==> src/design/humidity_alert_limit_framer_assert.svh <==
// ---------------------------------------------------------------------------
// Assertion macros for the alert limit framer
// Clocked property wrappers, disabled while reset is high.
// ---------------------------------------------------------------------------
`ifndef HUMIDITY_ALERT_LIMIT_FRAMER_ASSERT_SVH
`define HUMIDITY_ALERT_LIMIT_FRAMER_ASSERT_SVH

// Condition must hold at every clock edge.
`define HALF_ASSERT_ALWAYS(lbl, clk, rst, cond, msg) \
   lbl: assert property (@(posedge clk) disable iff (rst) (cond)) else $error(msg);

// Antecedent at one edge implies consequent at the next edge.
`define HALF_ASSERT_NEXT(lbl, clk, rst, ante, cons, msg) \
   lbl: assert property (@(posedge clk) disable iff (rst) (ante) |=> (cons)) \
      else $error(msg);

`endif

==> src/design/half_pkg.sv <==
// ---------------------------------------------------------------------------
// half_pkg
// Constants, types and helper functions of the alert limit framer.
// ---------------------------------------------------------------------------
`timescale 1ns / 1ps

package half_pkg;

   typedef logic [2:0] pos_type;

   localparam logic [7:0] ALERT_WRITE_CMD = 8'h61;
   localparam logic [7:0] CRC_POLY        = 8'h31;
   localparam logic [7:0] CRC_INIT        = 8'hFF;

   localparam logic [7:0] CODE_HIGH_SET   = 8'h1D;
   localparam logic [7:0] CODE_HIGH_CLEAR = 8'h16;
   localparam logic [7:0] CODE_LOW_CLEAR  = 8'h0B;
   localparam logic [7:0] CODE_LOW_SET    = 8'h00;

   localparam logic [1:0] SEL_HIGH_SET    = 2'd0;
   localparam logic [1:0] SEL_HIGH_CLEAR  = 2'd1;
   localparam logic [1:0] SEL_LOW_CLEAR   = 2'd2;
   localparam logic [1:0] SEL_LOW_SET     = 2'd3;

   localparam logic signed [15:0] T_MIN = -16'sd4500;
   localparam logic signed [15:0] T_MAX = 16'sd13000;
   localparam logic signed [15:0] H_MIN = 16'sd0;
   localparam logic signed [15:0] H_MAX = 16'sd10000;

   // Divisors for the kept code bits: 17500 * 2^7 and 10000 * 2^9.
   localparam logic [21:0] T_DIV   = 22'd2240000;
   localparam logic [22:0] H_DIV   = 23'd5120000;
   // floor(2^40 / divisor); the estimate is low by at most one.
   localparam logic [18:0] T_RECIP = 19'd490853;
   localparam logic [17:0] H_RECIP = 18'd214748;
   localparam int          RECIP_SHIFT = 40;

   localparam pos_type POS_CMD  = 3'd0;
   localparam pos_type POS_CODE = 3'd1;
   localparam pos_type POS_MSB  = 3'd2;
   localparam pos_type POS_LSB  = 3'd3;
   localparam pos_type POS_CRC  = 3'd4;

   function automatic logic [7:0] limit_code(input logic [1:0] sel);
      logic [7:0] code;
      case (sel)
         SEL_HIGH_SET:   code = CODE_HIGH_SET;
         SEL_HIGH_CLEAR: code = CODE_HIGH_CLEAR;
         SEL_LOW_CLEAR:  code = CODE_LOW_CLEAR;
         SEL_LOW_SET:    code = CODE_LOW_SET;
         default:        code = CODE_LOW_SET;
      endcase
      return code;
   endfunction

   function automatic logic [7:0] crc_step(input logic [7:0] crc_val,
                                           input logic [7:0] data);
      logic [7:0] c;
      c = crc_val ^ data;
      for (int b = 0; b < 8; b++) begin
         if (c[7]) begin
            c = {c[6:0], 1'b0} ^ CRC_POLY;
         end else begin
            c = {c[6:0], 1'b0};
         end
      end
      return c;
   endfunction

endpackage

==> src/design/humidity_alert_limit_framer.sv <==
// ---------------------------------------------------------------------------
// humidity_alert_limit_framer
// Clamps and scales one alert limit, packs the limit word, appends CRC-8
// and streams the five-byte write frame.
// ---------------------------------------------------------------------------
// Channel  | Ports                                  | Direction
// req      | req_which_limit, req_temp_centi,       | in  (stall out)
//          | req_hum_centi                          |
// rsp      | rsp_frame_byte, rsp_last_byte          | out (stall in)
//
// Six register stages (clamp, x65535, reciprocal estimate, correction,
// CRC of MSB, CRC of LSB) feed a byte serializer. The first byte of a
// frame is offered once its transaction has passed all the stages and has
// been loaded into the serializer, which sends one byte per cycle while
// rsp_stall is low and loads the next frame as the last byte is taken.
// Reset clears the stage valid bits and the serializer; no clearing pass.
// rsp_stall holds the current byte; the stages keep filling behind it until
// all are occupied, then req_stall rises.
// ---------------------------------------------------------------------------
`timescale 1ns / 1ps
`include "humidity_alert_limit_framer_assert.svh"

module humidity_alert_limit_framer (
   input  logic               clock,
   input  logic               reset,
   input  logic               req_valid,
   output logic               req_stall,
   input  logic [1:0]         req_which_limit,
   input  logic signed [15:0] req_temp_centi,
   input  logic signed [15:0] req_hum_centi,
   output logic               rsp_valid,
   input  logic               rsp_stall,
   output logic [7:0]         rsp_frame_byte,
   output logic               rsp_last_byte
);

   // stage valid bits and load enables
   logic [6:1] vld_ff, vld_in;
   logic [7:1] en;

   // serializer
   logic                 busy_ff, busy_in;
   half_pkg::pos_type    pos_ff, pos_in;
   logic [7:0]           ser_code_ff, ser_msb_ff, ser_lsb_ff, ser_crc_ff;
   logic                 ser_free;
   logic                 rsp_fire;

   // stage 1: clamp and offset
   logic [7:0]           s1_code_ff, s1_code_in;
   logic [14:0]          s1_t_ff, s1_t_in;
   logic [13:0]          s1_h_ff, s1_h_in;
   logic signed [15:0]   t_cl, h_cl;
   logic [15:0]          t_sum;

   // stage 2: times 65535
   logic [7:0]           s2_code_ff;
   logic [30:0]          s2_pt_ff, s2_pt_in;
   logic [29:0]          s2_ph_ff, s2_ph_in;

   // stage 3: reciprocal estimate
   logic [7:0]           s3_code_ff;
   logic [30:0]          s3_pt_ff;
   logic [29:0]          s3_ph_ff;
   logic [8:0]           s3_qt_ff, s3_qt_in;
   logic [6:0]           s3_qh_ff, s3_qh_in;
   logic [49:0]          prod_t;
   logic [47:0]          prod_h;

   // stage 4: correction
   logic [7:0]           s4_code_ff;
   logic [8:0]           s4_qt_ff, s4_qt_in;
   logic [6:0]           s4_qh_ff, s4_qh_in;
   logic [30:0]          rem_t;
   logic [29:0]          rem_h;

   // stage 5: pack and CRC of MSB
   logic [7:0]           s5_code_ff, s5_msb_ff, s5_lsb_ff, s5_crc_ff;
   logic [7:0]           s5_msb_in, s5_crc_in;

   // stage 6: CRC of LSB
   logic [7:0]           s6_code_ff, s6_msb_ff, s6_lsb_ff, s6_crc_ff, s6_crc_in;

   // -----------------------------------------------------------------------
   // flow control: a stage loads when it is empty or its content moves on
   // -----------------------------------------------------------------------
   assign rsp_fire = busy_ff && !rsp_stall;
   assign ser_free = !busy_ff || (rsp_fire && (pos_ff == half_pkg::POS_CRC));

   always_comb begin
      en[7] = ser_free;
      for (int k = 6; k >= 1; k--) begin
         en[k] = !vld_ff[k] || en[k+1];
      end
      vld_in[1] = req_valid;
      for (int k = 2; k <= 6; k++) begin
         vld_in[k] = vld_ff[k-1];
      end
   end

   assign req_stall = !en[1];

   always_ff @(posedge clock) begin
      if (reset) begin
         vld_ff <= '0;
      end else begin
         for (int k = 1; k <= 6; k++) begin
            if (en[k]) begin
               vld_ff[k] <= vld_in[k];
            end
         end
      end
   end

   // -----------------------------------------------------------------------
   // stage 1
   // -----------------------------------------------------------------------
   always_comb begin
      if (req_temp_centi < half_pkg::T_MIN) begin
         t_cl = half_pkg::T_MIN;
      end else if (req_temp_centi > half_pkg::T_MAX) begin
         t_cl = half_pkg::T_MAX;
      end else begin
         t_cl = req_temp_centi;
      end
      if (req_hum_centi < half_pkg::H_MIN) begin
         h_cl = half_pkg::H_MIN;
      end else if (req_hum_centi > half_pkg::H_MAX) begin
         h_cl = half_pkg::H_MAX;
      end else begin
         h_cl = req_hum_centi;
      end
      t_sum      = 16'(unsigned'(t_cl) - unsigned'(half_pkg::T_MIN));
      s1_t_in    = t_sum[14:0];
      s1_h_in    = h_cl[13:0];
      s1_code_in = half_pkg::limit_code(req_which_limit);
   end

   always_ff @(posedge clock) begin
      if (en[1]) begin
         s1_code_ff <= s1_code_in;
         s1_t_ff    <= s1_t_in;
         s1_h_ff    <= s1_h_in;
      end
   end

   // -----------------------------------------------------------------------
   // stage 2: x * 65535 = (x << 16) - x
   // -----------------------------------------------------------------------
   assign s2_pt_in = {s1_t_ff, 16'd0} - 31'(s1_t_ff);
   assign s2_ph_in = {s1_h_ff, 16'd0} - 30'(s1_h_ff);

   always_ff @(posedge clock) begin
      if (en[2]) begin
         s2_code_ff <= s1_code_ff;
         s2_pt_ff   <= s2_pt_in;
         s2_ph_ff   <= s2_ph_in;
      end
   end

   // -----------------------------------------------------------------------
   // stage 3: quotient estimate by reciprocal multiply
   // -----------------------------------------------------------------------
   assign prod_t   = 50'(s2_pt_ff) * 50'(half_pkg::T_RECIP);
   assign prod_h   = 48'(s2_ph_ff) * 48'(half_pkg::H_RECIP);
   assign s3_qt_in = prod_t[half_pkg::RECIP_SHIFT +: 9];
   assign s3_qh_in = prod_h[half_pkg::RECIP_SHIFT +: 7];

   always_ff @(posedge clock) begin
      if (en[3]) begin
         s3_code_ff <= s2_code_ff;
         s3_pt_ff   <= s2_pt_ff;
         s3_ph_ff   <= s2_ph_ff;
         s3_qt_ff   <= s3_qt_in;
         s3_qh_ff   <= s3_qh_in;
      end
   end

   // -----------------------------------------------------------------------
   // stage 4: bump the estimate when the remainder reaches the divisor
   // -----------------------------------------------------------------------
   always_comb begin
      rem_t    = s3_pt_ff - 31'(31'(s3_qt_ff) * 31'(half_pkg::T_DIV));
      rem_h    = s3_ph_ff - 30'(30'(s3_qh_ff) * 30'(half_pkg::H_DIV));
      s4_qt_in = (rem_t >= 31'(half_pkg::T_DIV)) ? 9'(s3_qt_ff + 9'd1) : s3_qt_ff;
      s4_qh_in = (rem_h >= 30'(half_pkg::H_DIV)) ? 7'(s3_qh_ff + 7'd1) : s3_qh_ff;
   end

   always_ff @(posedge clock) begin
      if (en[4]) begin
         s4_code_ff <= s3_code_ff;
         s4_qt_ff   <= s4_qt_in;
         s4_qh_ff   <= s4_qh_in;
      end
   end

   // -----------------------------------------------------------------------
   // stage 5: humidity bits 15..9 over temperature bits 15..7
   // -----------------------------------------------------------------------
   assign s5_msb_in = {s4_qh_ff, s4_qt_ff[8]};
   assign s5_crc_in = half_pkg::crc_step(half_pkg::CRC_INIT, s5_msb_in);

   always_ff @(posedge clock) begin
      if (en[5]) begin
         s5_code_ff <= s4_code_ff;
         s5_msb_ff  <= s5_msb_in;
         s5_lsb_ff  <= s4_qt_ff[7:0];
         s5_crc_ff  <= s5_crc_in;
      end
   end

   // -----------------------------------------------------------------------
   // stage 6
   // -----------------------------------------------------------------------
   assign s6_crc_in = half_pkg::crc_step(s5_crc_ff, s5_lsb_ff);

   always_ff @(posedge clock) begin
      if (en[6]) begin
         s6_code_ff <= s5_code_ff;
         s6_msb_ff  <= s5_msb_ff;
         s6_lsb_ff  <= s5_lsb_ff;
         s6_crc_ff  <= s6_crc_in;
      end
   end

   // -----------------------------------------------------------------------
   // byte serializer
   // -----------------------------------------------------------------------
   always_comb begin
      busy_in = busy_ff;
      pos_in  = pos_ff;
      if (ser_free) begin
         // load the next frame, or drop to idle
         busy_in = vld_ff[6];
         pos_in  = half_pkg::POS_CMD;
      end else if (rsp_fire) begin
         pos_in  = 3'(pos_ff + 3'd1);
      end
   end

   always_ff @(posedge clock) begin
      if (reset) begin
         busy_ff <= 1'b0;
         pos_ff  <= half_pkg::POS_CMD;
      end else begin
         busy_ff <= busy_in;
         pos_ff  <= pos_in;
      end
   end

   always_ff @(posedge clock) begin
      if (ser_free && vld_ff[6]) begin
         ser_code_ff <= s6_code_ff;
         ser_msb_ff  <= s6_msb_ff;
         ser_lsb_ff  <= s6_lsb_ff;
         ser_crc_ff  <= s6_crc_ff;
      end
   end

   always_comb begin
      case (pos_ff)
         half_pkg::POS_CMD:  rsp_frame_byte = half_pkg::ALERT_WRITE_CMD;
         half_pkg::POS_CODE: rsp_frame_byte = ser_code_ff;
         half_pkg::POS_MSB:  rsp_frame_byte = ser_msb_ff;
         half_pkg::POS_LSB:  rsp_frame_byte = ser_lsb_ff;
         half_pkg::POS_CRC:  rsp_frame_byte = ser_crc_ff;
         default:            rsp_frame_byte = ser_crc_ff;
      endcase
   end

   assign rsp_valid     = busy_ff;
   assign rsp_last_byte = (pos_ff == half_pkg::POS_CRC);

   // -----------------------------------------------------------------------
   // assertions
   // -----------------------------------------------------------------------
   `HALF_ASSERT_NEXT(a_load_starts_frame, clock, reset, ser_free && vld_ff[6], rsp_valid && (pos_ff == half_pkg::POS_CMD), "loaded frame does not start at the command byte")
   `HALF_ASSERT_NEXT(a_idle_after_last, clock, reset, rsp_fire && rsp_last_byte && !vld_ff[6], !rsp_valid, "serializer stays busy after last byte with nothing queued")
   `HALF_ASSERT_NEXT(a_stage6_holds, clock, reset, vld_ff[6] && !ser_free, vld_ff[6] && $stable(s6_crc_ff) && $stable(s6_lsb_ff), "stage six lost or changed a held frame")
   `HALF_ASSERT_ALWAYS(a_pos_range, clock, reset, !busy_ff || (pos_ff <= half_pkg::POS_CRC), "byte position beyond the frame")

endmodule
==> config.mk <==
export PLATFORM = sky130hd
export DESIGN_NAME = humidity_alert_limit_framer
export DESIGN_NICKNAME = d
export VERILOG_FILES = /design/src/design/half_pkg.sv /design/src/design/humidity_alert_limit_framer.sv
export VERILOG_INCLUDE_DIRS = /design/src /design/src/design
export SDC_FILE = /design/constraint.sdc
export NUM_CORES = 2
export LEC_CHECK = 0
export ABC_AREA = 0
export BUFFER_PORTS_ARGS = -buffer_cell sky130_fd_sc_hd__buf_4
export CAP_MARGIN = 20
export CORE_AREA = 2 2 231 323
export DETAILED_ROUTE_END_ITERATION = 7
export DIE_AREA = 0 0 233 325
export MAX_ROUTING_LAYER = met4
export PLACE_DENSITY = 0.68
export SLEW_MARGIN = 20
export SYNTH_ARGS = -nofsm -noshare
export SYNTH_HDL_FRONTEND = slang
export SYNTH_SLANG_ARGS = --single-unit
==> constraint.sdc <==
create_clock -name clock -period 6.3 [get_ports clock]
set_clock_uncertainty 0.1 [all_clocks]
set_input_delay 0.63 -clock clock [delete_from_list [all_inputs] [get_ports clock]]
set_output_delay 0.63 -clock clock [all_outputs]
set_load 0.01 [all_outputs]
# [Word-level counts from Yosys, hierarchy flattened]
# Cells that the tools add are included.
[totals] inputBits=38 ff_bits=321
[op_classes] add_sub_neg=8 mul=4 n_mux=23 n_eq_ne=7 n_reduce_logical=23 order_cmp=6 bitwise=18
[ops] op="$mux W6" n=16
[ops] op="$pmux W8 S4" n=2
[ops] op="$mul A31 B19 Y49 const B" n=1
[ops] op="$not A3 Y3" n=16
[ops] op="$mul A30 B16 Y45 const B" n=1
[ops] op="$gt A16 B15 Y1 const B" n=2
[ops] op="$ge A31 B22 Y1 const B" n=1
[ops] op="$sub A31 B15 Y31" n=1
[ops] op="$sub A31 B31 Y31" n=1
[ops] op="$ge A30 B23 Y1 const B" n=1
[ops] op="$mux W15" n=2
[ops] op="$sub A30 B14 Y30" n=1
[ops] op="$sub A30 B30 Y30" n=1
[ops] op="$mul A9 B13 Y22 const B" n=1
[ops] op="$mul A7 B10 Y17 const B" n=1
[ops] op="$lt A16 B1 Y1 const B" n=1
[ops] op="$lt A16 B14 Y1 const B" n=1
[ops] op="$sub A15 B15 Y15 const B" n=1
[ops] op="$mux W14" n=1
[ops] op="$add A9 B1 Y9 const B" n=1
[ops] op="$logic_not A1 Y1" n=9
[ops] op="$mux W9" n=1
[ops] op="$not A8 Y8" n=1
[ops] op="$xor A8 B8 Y8" n=1
[ops] op="13 further kinds" n=24

# [Longest topological paths before layout]
[logic_depth] depth_word=17 mapped_depth=28 depth_no_buf=28

# [Least setup slack after synthesis]
# Ideal clock, no wire load.
[synth_path] kind="register to register" startpoint="register s3_qt_ff[1]" endpoint="register s4_qt_ff[1] (data pin)" path_slack_ps=-369 path_stages_with_launch=29 setup_ps=260 arrival_time_ps=6309 required_time_ps=5940 cell_sequence="edfxtp_1 ha_1 ha_1 ha_1 inv_1 fa_1 inv_1 ha_1 fa_1 a21o_1 a21oi_1 o21bai_1 a21oi_1 o21bai_1 a21oi_1 o211ai_1 a31oi_1 o21ai_0 xnor2_1 ha_1 clkbuf_1 o221ai_1 a31oi_1 o211ai_1 a211oi_1 o211ai_1 a2111oi_4 nand3_2 mux2_4"
[synth_between] elab_chain_len=4 word_cells_on_any_way=5 classes_between="2 x add/sub; 1 x mul; 1 x order compare; 1 x mux"
[synth_rtl] element="from (decl)" line_no="humidity_alert_limit_framer.sv:64" rtl="logic [8:0] s3_qt_ff, s3_qt_in;"
[synth_rtl] element="from (signal assigned)" line_no="humidity_alert_limit_framer.sv:173" rtl="s3_qt_ff <= s3_qt_in;"
[synth_rtl] element="$mul A9 B13 Y22" line_no="humidity_alert_limit_framer.sv:182" rtl="rem_t = s3_pt_ff - 31'(31'(s3_qt_ff) * 31'(half_pkg::T_DIV));"
[synth_rtl] element="$sub A31 B31 Y31" line_no="humidity_alert_limit_framer.sv:182"
[synth_rtl] element="$ge A31 B22 Y1" line_no="humidity_alert_limit_framer.sv:184" rtl="s4_qt_in = (rem_t >= 31'(half_pkg::T_DIV)) ? 9'(s3_qt_ff + 9'd1) : s3_qt_ff;"
[synth_rtl] element="$mux W9 (*)" line_no="humidity_alert_limit_framer.sv:184"
[synth_rtl] element="named net s4_qt_in[1]" line_no="humidity_alert_limit_framer.sv:71" rtl="logic [8:0] s4_qt_ff, s4_qt_in;"
[synth_rtl] element="to (signal assigned)" line_no="humidity_alert_limit_framer.sv:191" rtl="s4_qt_ff <= s4_qt_in;"
[synth_rtl] element="to (decl)" line_no="humidity_alert_limit_framer.sv:71"
# Mark *: on every way through the listed nets, which the timed path passes. The rest lies on a longest branch.
# A chain may end at the register's enable or synchronous reset.

# [Worst setup path after layout]
[layout_path] startpoint="register s3_qt_ff[6]" endpoint="register s4_qt_ff[6] (data pin)"
# Same word-level chain as after synthesis.

==> flow_summary_export.csv <==
group,metric,value,unit
floorplanning,core,72760,µm²
grt,grt_pass1_vias,23760,
layout,multiInputGateArea,23120,µm²
sta,finalSetupViolCount,9,
hold_path,hp-class,"input pin to flip-flop",
run,maxCapViolations,0,
yosys,synth_top_flop_cell,"edfxtp_1",
yosys,synth-warning-count,0,
grt,grt.overflow.total,0,
critical_path,crit_family,"adder cells",
clock_tree,insertion_delay,0.58,ns
layout,drive_gt1_frac,0.1695,
clock_tree,clock_path_buffers,3,
clock_tree,cts_tree,"yes",
status,violations,"negative setup slack",
layout,n_fill_cell,6236,
floorplanning,initial_core_util,0.4462,
floorplanning,row_count,117,
critical_path,arrival,6.63,ns
yosys,syn_avg_cell_area,11.47,µm²
layout,regArea,7828,µm²
placement,io_buffers,48,
grt,grt_util_all_layers,0.2168,
yosys,ys_seq_area_frac,0.2411,
clock_tree,clk_pin_slew,0.07,ns
yosys,synth_edf_count,254,
critical_path,crit_type,"flip-flop to flip-flop",
placement,gp_congestion,0.9134,
floorplanning,die_h,325,µm
yosys,synth_common_cells,"inv_1, fa_1, ha_1",
critical_path,critPathMaxStageDelay,0.62,ns
critical_path,end_kind,"flip-flop",
sta,fin_crit,6.406,ns
clock_tree,cts_buffers,27,
placement,dp_hpwl,65.15,mm
clock_tree,cts_root_buf,"clkbuf_16",
layout,stdcell_count,4138,
yosys,ys_ff_latch,264,
grt,grt_max_degree,66,
floorplanning,die_w,233,µm
grt,grt_pass1_wl,123.9,mm
critical_path,path_buf_inv,3,
detailed_routing,routed_via_density,5.138,
placement,placed_cells,4037,
yosys,yosys.area.top_type,"fa_1",
clock_tree,clock-sinks,264,
detailed_routing,routedWlPerCell,18.26,µm
hold_path,worst_hold_path.num_cells,2,
sta,rsz0062_at_grt,"true",
critical_path,crit_cells,25,
sta,period_share,1.017,
yosys,async_flop_share,0,
sta,relSlewSlack,0.1205,
layout,antenna_cells,0,
status,status,"finished with violations",
yosys,syn_area,32460,µm²
sta,holdWs,0.1891,ns
floorplanning,pin_count,49,
detailed_routing,drtPass1Iterations,5,
layout,nets,4209,
yosys,synthCells,2831,
sta,hold_viol_final,0,
critical_path,worstRegToRegCells,25,
floorplanning,die-area,75730,µm²
yosys,synth_top_area_share,0.3170,
detailed_routing,drcViolationCount,0,
yosys,synth_most_common_cell,"inv_1",
sta,worst_slack,-0.1059,ns
layout,syn_to_final_growth,16.41,%
yosys,syn-num-nets,3875,
sta,tightestPinTransition,1.299,ns
grt,antenna_found_initial,0,
critical_path,cpMaxStageDelayCell,"fa_2",
critical_path,start_kind,"flip-flop",
yosys,yosys-top-cells-area,"fa_1, edfxtp_1, ha_1",
critical_path,required,6.52,ns
detailed_routing,ant_nets,0,
placement,pre_cts_slack,-0.4430,ns
detailed_routing,routed_wl,75.55,mm
yosys,synth_cell_type_count,75,
detailed_routing,vias,21260,
sta,slew_violations,0,
critical_path,path_max_fanout,7,
clock_tree,cts-htree-levels,1,
sta,clock.fmax,156.1,MHz
detailed_routing,drtIter0Drc,996,
timing repair:
item,in CTS,in global routing
gates resized for setup,50,125
endpoints found under the setup margin,29,29
pin swaps,82,135
hold buffers,0,0
cloned,0,0
setup buffers,24,27
cells in the final DEF (no fill, tap or decap), drive strengths merged, types with 6 or more instances in the layout:
| cell | instances |
|---|---|
| o21ai | 84 |
| mux2i | 6 |
| xor2 | 53 |
| or3 | 12 |
| clkinv | 8 |
| mux2 | 6 |
| o21a | 16 |
| clkbuf | 30 |
| a31oi | 15 |
| o21bai | 10 |
| nor3 | 35 |
| or2 | 11 |
| nand4 | 19 |
| buf | 319 |
| nor4 | 8 |
| inv | 615 |
| nor2b | 25 |
| o31ai | 14 |
| nand2b | 18 |
| a21o | 42 |
| xnor2 | 82 |
| and2 | 20 |
| a211oi | 14 |
| fa | 514 |
| o211ai | 12 |
| and3 | 11 |
| a21oi | 100 |
| ha | 492 |
| dfxtp | 10 |
| nand2 | 78 |
| edfxtp | 254 |
| nor2 | 125 |
| nand3 | 34 |
flip-flops by register name, summed over array words and instances (netlist names), 7 cells and up:
name and cells:
s1_t_ff 15, s6_msb_ff 8, s2_ph_ff 30, ser_crc_ff 8, s1_h_ff 14, s3_pt_ff 22, s5_crc_ff 8, s2_pt_ff 31
s6_lsb_ff 8, s3_qt_ff 9, s5_lsb_ff 8, s3_qh_ff 7, s4_qh_ff 7, s3_ph_ff 17, s6_crc_ff 8, ser_msb_ff 8
s5_msb_ff 8, ser_lsb_ff 8, s4_qt_ff 9
path summary, 6_finish.rpt:
kind	startpoint	endpoint	slack, ns
min reg2reg	s4_qt_ff[7]	s5_lsb_ff[7]	0.31
max reg2reg	s3_qt_ff[6]	s4_qt_ff[6]	-0.11
min	reset	vld_ff[1]	0.19
max	s3_qt_ff[6]	s4_qt_ff[6]	-0.11
worst register-to-register path: stages (launching register included):
cell	delay (ns)
edfxtp_1	0.50
fa_2	0.62
fa_2	0.43
fa_2	0.36
fa_1	0.59
ha_4	0.22
o21ai_2	0.16
nor3_2	0.07
and2_1	0.18
o31ai_4	0.22
a21boi_2	0.10
a21oi_2	0.18
o21bai_1	0.10
xnor2_1	0.15
ha_1	0.33
buf_4	0.13
o21ai_0	0.10
a31oi_2	0.21
o211ai_1	0.13
a211oi_2	0.17
o211ai_1	0.16
a2111oi_4	0.33
buf_4	0.19
buf_6	0.14
o211ai_1	0.10
xor2_1	0.15
metrics by stage:
step,area (µm²),utilization,setup TNS (ns)
detailed placement,35700,0.4906,-6.396
CTS,37000,0.5086,-1.731
floorplan,32550,-,0
finish,37790,0.5194,-0.6172
global placement,35700,0.4906,-5.438
global route,37790,0.5194,-3.530
area by class of cell:
cell class	count	area share
Multi-Input combinational cell	1945	0.6117
Clock inverter	20	0.005264
Clock buffer	30	0.01897
Timing Repair Buffer	319	0.06509
Inverter	608	0.06039
Sequential cell	264	0.2071
Tap cell	952	0.03152
layer usage:
layer  part of all wire  global-route usage  wire [µm]
met4              0.052             0.09651       3960
met5                  0                   -          0
met1               0.37              0.2339      28310
met2               0.55              0.4033      41850
met3              0.019             0.01455       1425
cells by family after synthesis:
kind of cell,synth area share
AND/OR/NAND/NOR,0.06317
XOR/XNOR,0.03642
buffers and inverters,0.07219
AO/OA/AOI/OAI,0.07650
flip-flops,0.2411
multiplexers,0.004047
adder cells (fa/ha/maj),0.5066
Power is not shown: default switching activity piles up to over one toggle a cycle in this logic, so the estimate is an artifact.
